<file path="config.mk">
export PLATFORM = sky130hd
export DESIGN_NAME = lpmr_alu
export DESIGN_NICKNAME = d
export VERILOG_FILES = /design/src/design/lpmr_pkg.sv /design/src/design/lpmr_alu.sv
export SDC_FILE = /design/constraint.sdc
export NUM_CORES = 1
export LEC_CHECK = 0
export ABC_CLOCK_PERIOD_IN_PS = 3020
export BUFFER_PORTS_ARGS = -buffer_cell sky130_fd_sc_hd__buf_2
export CAP_MARGIN = 20
export CORE_MARGIN = 2
export CORE_UTILIZATION = 47
export DETAILED_ROUTE_END_ITERATION = 10
export GPL_ROUTABILITY_DRIVEN = 0
export PLACE_DENSITY = 0.82
export SYNTH_ARGS = -nofsm -noshare
export SYNTH_HDL_FRONTEND = slang
export SYNTH_SLANG_ARGS = --single-unit
</file>
<file path="constraint.sdc">
create_clock -name vclk -period 3.02
set_input_delay 0.151 -clock vclk [all_inputs]
set_output_delay 0.151 -clock vclk [all_outputs]
set_load 0.02 [all_outputs]
</file>
<file path="src/design/lpmr_pkg.sv">
package lpmr_pkg;

  localparam int unsigned ALU_W = 33;

  localparam logic [1:0] KIND_HDR  = 2'd0;
  localparam logic [1:0] KIND_BYTE = 2'd1;
  localparam logic [1:0] KIND_POP  = 2'd2;

  localparam logic [2:0] ST_OK         = 3'd0;
  localparam logic [2:0] ST_FULL       = 3'd1;
  localparam logic [2:0] ST_TOO_BIG    = 3'd2;
  localparam logic [2:0] ST_EMPTY      = 3'd3;
  localparam logic [2:0] ST_INCOMPLETE = 3'd4;
  localparam logic [2:0] ST_BAD_LEN    = 3'd5;
  localparam logic [2:0] ST_SEQ        = 3'd6;

  typedef enum logic {
    ALU_ADD,
    ALU_SUB
  } alu_op_t;

  typedef struct packed {
    alu_op_t          op;
    logic [ALU_W-1:0] a;
    logic [ALU_W-1:0] b;
  } alu_req_t;

  typedef struct packed {
    logic [ALU_W-1:0] res;
    logic             lt;
  } alu_rsp_t;

  typedef struct packed {
    logic [2:0] status;
    logic [7:0] out_byte;
    logic       out_valid;
    logic       out_last;
  } res_t;

endpackage

</file>
<file path="src/design/lpmr_alu.sv">
module lpmr_alu (
  input  lpmr_pkg::alu_req_t req,
  output lpmr_pkg::alu_rsp_t rsp
);

  logic [lpmr_pkg::ALU_W:0] ext_a;
  logic [lpmr_pkg::ALU_W:0] ext_b;
  logic [lpmr_pkg::ALU_W:0] sum;

  assign ext_a = {1'b0, req.a};
  assign ext_b = {1'b0, req.b};

  always_comb begin
    unique case (req.op)
      lpmr_pkg::ALU_ADD: sum = ext_a + ext_b;
      lpmr_pkg::ALU_SUB: sum = ext_a - ext_b;
      default:           sum = ext_a - ext_b;
    endcase
  end

  // borrow out of the subtract means a < b
  assign rsp.res = sum[lpmr_pkg::ALU_W-1:0];
  assign rsp.lt  = (req.op == lpmr_pkg::ALU_SUB) && sum[lpmr_pkg::ALU_W];

endmodule

</file>
==> impl_metrics.env, run 1 <==
export IMPL_outcome="did not finish"
export IMPL_stop_stage="5_1_grt"
export IMPL_stop_error="[ERROR DPL-0038] Utilization greater than 100%, impossible to legalize"
export IMPL_rows=27
export IMPL_die_w_um=78.6
export IMPL_dp_hpwl_um=9680
export IMPL_die_y_um=78.6
export IMPL_hold_buffers=0
export IMPL_syn_area_um2=2610
export IMPL_crit_endpoint="rsp[32]"
export IMPL_yosys_warnings=0
export IMPL_ys_seq_area_share_pct=0
export IMPL_synth_top_area_share_pct=16.3
export IMPL_synth_area_leaders="ha_1 16%, xnor2_1 15%, a21oi_1 9.4%"
export IMPL_ios=101
export IMPL_io_buffers=101
export IMPL_synth_nets=507
export IMPL_synth_distinct_cells=57
export IMPL_synth_top_cell_by_area="ha_1"
export IMPL_syn_avg_cell_area_um2=6.45
export IMPL_initial_utilization_pct=48.1
export IMPL_netlist_instances=405
export IMPL_grt_max_degree=17
export IMPL_worst_endpoint_kind="output port"
## cells by family after synthesis
family / after synthesis / synth area share, %
and+or+nand+nor: 148 / 27.0
adders and majority gates: 35 / 17.0
xor gates and xnor gates: 57 / 19.1
buffers and inverters: 37 / 5.74
muxes: 1 / 0.383
AOI/OAI and AO/OA: 127 / 30.7
## synth_stat cells, types with 2 or more instances
cell and n:
and3_1 5, a21oi_1 49, buf_2 2, nor4_1 8
nand2_1 42, nand3b_1 2, ha_1 34, a31oi_1 11
o21bai_1 2, xor2_1 11, inv_1 22, xnor2_1 46
clkbuf_1 10, o211ai_1 6, o221ai_1 2, nand3_1 13
a31o_2 3, nor2_1 39, o21ai_0 19, a21o_1 11
a21oi_2 2, nand2b_1 6, a211oi_1 3, and2_4 2
nand4_1 6, nor3_1 16, and3_2 2, o21ai_1 2
## stage by stage
| step | area (µm²) | setup WS [ns] | util (%) | cells | setup TNS [ns] |
|---|---|---|---|---|---|
| after global placement | 4410 | -0.364 | 81.0 | 710 | -4.02 |
| after detailed placement | 4410 | -0.540 | 81.0 | 710 | -6.86 |
| after floorplan | 2780 | -0.147 | - | 405 | -0.575 |
| after CTS | 4890 | -0.389 | 90.0 | 727 | -5.29 |
## what timing repair did
action	4_1_cts
hold endpoints to repair	0
resized for setup	90
setup buffers	18
pin swaps	36
setup endpoints to repair	20
==> run 2, diff against run 1 <==
--- a/config.mk
+++ b/config.mk
@@ -5,14 +5,14 @@
 export SDC_FILE = /design/constraint.sdc
 export NUM_CORES = 1
 export LEC_CHECK = 0
-export ABC_CLOCK_PERIOD_IN_PS = 3020
+export ABC_CLOCK_PERIOD_IN_PS = 3900
 export BUFFER_PORTS_ARGS = -buffer_cell sky130_fd_sc_hd__buf_2
 export CAP_MARGIN = 20
 export CORE_MARGIN = 2
-export CORE_UTILIZATION = 47
+export CORE_UTILIZATION = 35
 export DETAILED_ROUTE_END_ITERATION = 10
 export GPL_ROUTABILITY_DRIVEN = 0
-export PLACE_DENSITY = 0.82
+export PLACE_DENSITY_LB_ADDON = 0.15
 export SYNTH_ARGS = -nofsm -noshare
 export SYNTH_HDL_FRONTEND = slang
 export SYNTH_SLANG_ARGS = --single-unit
==> constraint.sdc (replaced) <==
create_clock -name vclk -period 3.9
set_input_delay 0.195 -clock vclk [all_inputs]
set_output_delay 0.195 -clock vclk [all_outputs]
set_load 0.02 [all_outputs]
==> run 2 against run 1 <==
  * The flow now finishes without violations
  * Synthesized area unchanged
  * Synthesized cell count unchanged
==> impl_metrics.env, run 2 <==
export IMPL_outcome="finished, final reports clean"
export IMPL_nClkBuffers=0
export IMPL_pwr_share_seq_pct=0
export IMPL_final_common_cell="buf_2"
export IMPL_worstMarginPinSlew_ns=0.374
export IMPL_routed_wl_um=8930
export IMPL_routed_via_density=5.50
export IMPL_synth_top_cell_by_area="ha_1"
export IMPL_synth_common_cells="49 x a21oi_1, 46 x xnor2_1, 42 x nand2_1"
export IMPL_netlist_instances=405
export IMPL_seq_cells=0
export IMPL_dp_hpwl_um=7540
export IMPL_worstPathArrival_ns=3.45
export IMPL_syn_area_um2=2610
export IMPL_core_area_um2=7250
export IMPL_holdCritPathClass="primary input to primary output"
export IMPL_max_vdd_ir_drop_mv=0.105
export IMPL_antenna_found_initial=0
export IMPL_ys_seq_area_share_pct=0
export IMPL_maxCapViolCount=0
export IMPL_num_vias=3378
export IMPL_setup_violations=0
export IMPL_syn2layout_area_growth_pct=31.5
export IMPL_final_max_slew_viol_count=0
export IMPL_maxSlewHeadroom_pct=74.8
export IMPL_intPower_uw=375
export IMPL_swShare_pct=60.3
export IMPL_synth_top_area_share_pct=16.3
export IMPL_hold_viol=0
export IMPL_grtUsageTotal_pct=20.1
export IMPL_p_leak_nw=1.61
export IMPL_clkPwrFrac_pct=0
export IMPL_final_cell_mix="100 x buf_2, 46 x xnor2_1, 45 x a21oi_1"
export IMPL_grt_max_degree=19
export IMPL_fmax_ghz=0.275
export IMPL_die_w_um=90.4
export IMPL_p_sw_uw=570
export IMPL_yosysMostFrequentCell="a21oi_1"
export IMPL_power_uw=945
export IMPL_end_kind="primary output"
export IMPL_grt_pass1_vias=3106
export IMPL_initial_utilization_pct=36.0
export IMPL_postRouteAntennaNets=0
export IMPL_ios=101
export IMPL_die_y_um=90.4
export IMPL_ff_latch_area_um2=0
export IMPL_rows=31
export IMPL_drc=0
export IMPL_critPathLaunchType="primary input"
export IMPL_drt_pass1_iter_count=5
export IMPL_synth_area_leaders="ha_1 16%, xnor2_1 15%, a21oi_1 9.4%"
export IMPL_synth_nets=507
export IMPL_drtIter0Drc=208
export IMPL_io_buffers=101
export IMPL_finalCritPeriodShare_pct=93.4
export IMPL_drive_gt1_share_pct=30.3
export IMPL_p_comb_share_pct=100.0
export IMPL_yosys_warnings=0
export IMPL_hold_buffers=0
export IMPL_setup_worst_path_class="primary input to primary output"
export IMPL_synth_distinct_cells=57
export IMPL_antenna_cells=0
export IMPL_overflow=0
export IMPL_dieArea_um2=8170
export IMPL_grt_pass1_wl_um=14200
export IMPL_critPathRequiredTime_ns=3.70
export IMPL_nets=619
export IMPL_wl_per_cell_um=14.6
export IMPL_cp_max_fo=6
export IMPL_syn_avg_cell_area_um2=6.45
export IMPL_p_per_area_nw_per_um2=275
export IMPL_period_needed_ns=3.64
export IMPL_fin_tns_setup_ns=0
## run 2: cell counts after synthesis
No cell type changed its count.
## run 2: final timing paths
check / start / endpoint / slack [ns] / cells past startpoint
hold / removal: req[33] / rsp[1] / 0.81 / 5
setup / recovery: req[12] / rsp[31] / 0.26 / 17
## run 2: layout make-up
type                       instances  area (µm²)
fill                             794        3820
inverter                          22        82.6
multi-input combinational        368        2540
tap                               99         124
timing repair buffer             125         688
## run 2: per-stage QoR
| stage | utilization (%) | worst slack, ns | cells | hold WS, ns | area, µm² |
|---|---|---|---|---|---|
| finish | 47.4 | 0.258 | 614 | 0.807 | 3440 |
| global route | 47.4 | -0.00997 | 614 | 0.836 | 3440 |
| CTS | 46.2 | 0.0686 | 613 | 0.807 | 3350 |
| detailed placement | 46.2 | 0.101 | 613 | 0.805 | 3350 |
| global placement | 46.2 | 0.0666 | 613 | 0.806 | 3350 |
| floorplan | - | 0.302 | 405 | 0.581 | 2610 |
## run 2: per-layer routing
layer,global-route usage [%],vias up,part of all wire [%]
met2,36.3,142,47
li1,-,1708,-
met5,0,-,0
met1,27.4,1524,45
met3,1.84,4,7.6
met4,0.769,0,0.68
## run 2: power groups by stage
stage	sequential (mW)	combinational, mW	clock, mW
floorplan	0	0.631	0
global placement	0	0.918	0
detailed placement	0	0.920	0
CTS	0	0.924	0
global route	0	1.03	0
finish	0	0.945	0
## run 2: worst max-delay path: stages
cell and delay (ns):
buf_2 0.12, nor3_2 0.21, nand2_1 0.13, nor4_2 0.19, nand2_1 0.15, nor2_2 0.16, buf_4 0.16, a21oi_1 0.08
xnor2_1 0.18, ha_1 0.36, nand2_1 0.10, or3_1 0.42, nor3_2 0.21, a21oi_2 0.13, o31ai_2 0.30, xor2_1 0.17
buf_2 0.18
## run 2: repair_timing
item	CTS	global route
endpoints found under the hold margin	0	0
endpoints found under the setup margin	0	13
setup buffers	0	1
gates resized for setup	0	20
## run 2: cells by family after synthesis
logic type      synth area share [%]
fa+ha+maj                       17.0
compound gates                  30.7
xor+xnor                        19.1
simple gates                    27.0
buf+inv                         5.74
mux                            0.383
No activity file was read; power rests on OpenSTA's default activity.
==> run 3, diff against run 2 <==
--- a/config.mk
+++ b/config.mk
@@ -5,6 +5,7 @@
 export SDC_FILE = /design/constraint.sdc
 export NUM_CORES = 1
 export LEC_CHECK = 0
+export ABC_AREA = 1
 export ABC_CLOCK_PERIOD_IN_PS = 3900
 export BUFFER_PORTS_ARGS = -buffer_cell sky130_fd_sc_hd__buf_2
 export CAP_MARGIN = 20
==> run 3 against run 2 <==
  * Synthesized cell count increased by 96%
  * Count of clock-buffer cells in the layout unchanged
  * Critical path depth shrank 2
  * Global-route usage is 0.73 points higher
  * Largest cell class unchanged
  * Largest power group unchanged
==> impl_metrics.env, run 3 <==
export IMPL_finalCritPeriodShare_pct=78.7
export IMPL_setup_violations=0
export IMPL_dieArea_um2=11500
export IMPL_dp_hpwl_um=10800
export IMPL_grt_max_degree=18
export IMPL_antenna_found_initial=0
export IMPL_ys_seq_area_share_pct=0
export IMPL_multi_input_comb_area_um2=3040
export IMPL_final_cell_mix="327 x nand2_1, 178 x inv_1, 101 x buf_2"
export IMPL_cp_max_fo=17
export IMPL_seq_cells=0
export IMPL_fmax_ghz=0.326
export IMPL_utilization_pct=42.6
export IMPL_critPathRequiredTime_ns=3.70
export IMPL_setup_worst_path_class="primary input to primary output"
export IMPL_wl_per_cell_um=11.6
export IMPL_synth_area_leaders="nand2_1 33%, inv_1 18%, ha_1 11%"
export IMPL_synth_top_area_share_pct=32.9
export IMPL_worstPathArrival_ns=2.87
export IMPL_power_uw=893
export IMPL_grt_pass1_wl_um=19400
export IMPL_maxCapViolCount=0
export IMPL_nClkBuffers=0
export IMPL_grtUsageTotal_pct=20.9
export IMPL_rows=37
export IMPL_ff_latch_area_um2=0
export IMPL_final_max_slew_viol_count=0
export IMPL_holdCritPathClass="primary input to primary output"
export IMPL_drt_pass1_iter_count=4
export IMPL_num_vias=4603
export IMPL_core_area_um2=10300
export IMPL_syn_area_um2=3730
export IMPL_fillers=1268
export IMPL_cp_slowest_cell="inv_1"
export IMPL_rsz0062_at_grt="no"
export IMPL_grt_busiest_layer="met2"
export IMPL_p_per_area_nw_per_um2=203
export IMPL_die_y_um=107
export IMPL_routed_via_density=4.49
export IMPL_synth_common_cells="327 x nand2_1, 178 x inv_1, 85 x nor2_1"
export IMPL_io_buffers=101
export IMPL_postRouteAntennaNets=0
export IMPL_grt_util_met2_pct=37.5
export IMPL_drc=0
export IMPL_ios=101
export IMPL_nets=994
export IMPL_hold_viol=0
export IMPL_fin_tns_setup_ns=0
export IMPL_worst_path_buf_inv=5
export IMPL_synth_nets=894
export IMPL_maxSlewHeadroom_pct=68.6
export IMPL_layout_setup_ws_ns=0.831
export IMPL_critPathTopFamily="buffers and inverters"
export IMPL_cp_common_cell="nand2_1"
export IMPL_hold_buffers=0
export IMPL_p_leak_nw=2.93
export IMPL_cts_setup_buffers=0
export IMPL_syn2layout_area_growth_pct=17.9
export IMPL_yosysMostFrequentCell="nand2_1"
export IMPL_met3_usage_pct=0.608
export IMPL_max_vdd_ir_drop_mv=0.107
export IMPL_period_needed_ns=3.07
export IMPL_path_cells="buf_2 -> inv_1 -> buf_4 -> nand2_2 -> nand2_1 -> xor2_1 -> ha_1 -> nand2_1 -> nor2_1 -> nand2_1 -> inv_1 -> a21oi_1 -> nand3_1 -> nand2_1 -> buf_2"
export IMPL_outcome="finished, final reports clean"
export IMPL_netlist_instances=792
export IMPL_end_kind="primary output"
export IMPL_initial_utilization_pct=36.1
export IMPL_drive_gt1_share_pct=14.8
export IMPL_preCtsSetupSlack_ns=0.852
export IMPL_slowest_delay_ns=0.39
export IMPL_drtIter0Drc=199
export IMPL_final_common_cell="nand2_1"
export IMPL_yosys_warnings=0
export IMPL_grt_pass1_vias=4299
export IMPL_syn_avg_cell_area_um2=4.71
export IMPL_synth_top_cell_by_area="nand2_1"
export IMPL_worstMarginPinSlew_ns=0.470
export IMPL_synth_distinct_cells=27
export IMPL_antenna_cells=0
export IMPL_cts_resized=0
export IMPL_die_w_um=107
export IMPL_use_met1_pct=28.0
export IMPL_routed_wl_um=11900
export IMPL_overflow=0
export IMPL_critPathLaunchType="primary input"
## run 3: routing by layer
| layer | wire, µm | share of wire, % | vias up |
|---|---|---|---|
| met5 | 0 | 0 | - |
| met3 | 517 | 4.4 | 14 |
| met2 | 5520 | 47 | 110 |
| met1 | 5600 | 47 | 1936 |
| li1 | - | - | 2543 |
| met4 | 215 | 1.8 | 0 |
## run 3: area by class of cell
| type | count | area share, % |
|---|---|---|
| multi-input combinational | 609 | 69.2 |
| timing repair buffer | 102 | 11.7 |
| tap | 136 | 3.87 |
| inverter | 179 | 15.3 |
## run 3: final timing paths
check  startpoint  endpoint  cells past startpoint
max       req[66]   rsp[26]                     15
min        req[0]    rsp[1]                      4
## run 3: kinds of logic after synthesis
| logic type | synth area share (%) |
|---|---|
| buffers and inverters | 18.5 |
| XOR/XNOR | 8.69 |
| AND/OR/NAND/NOR | 55.3 |
| AO/OA/AOI/OAI | 5.57 |
| adder cells (fa/ha/maj) | 12.0 |
## run 3: stage by stage
| stage | hold WS, ns | instance area, µm² | instances |
|---|---|---|---|
| 5_1_grt | 0.814 | 4390 | 1026 |
| 3_5_place_dp | 0.783 | 4390 | 1026 |
| 3_3_place_gp | 0.776 | 4390 | 1026 |
| 4_1_cts | 0.785 | 4390 | 1026 |
| 6_report | 0.778 | 4390 | 1026 |
| 2_1_floorplan | 0.581 | 3730 | 792 |
## run 3: where the power goes
group / switching [mW] / total, mW / internal (mW)
registers: 0 / 0 / 0
clock network: 0 / 0 / 0
logic: 0.589 / 0.893 / 0.303
total: 0.589 / 0.893 / 0.303
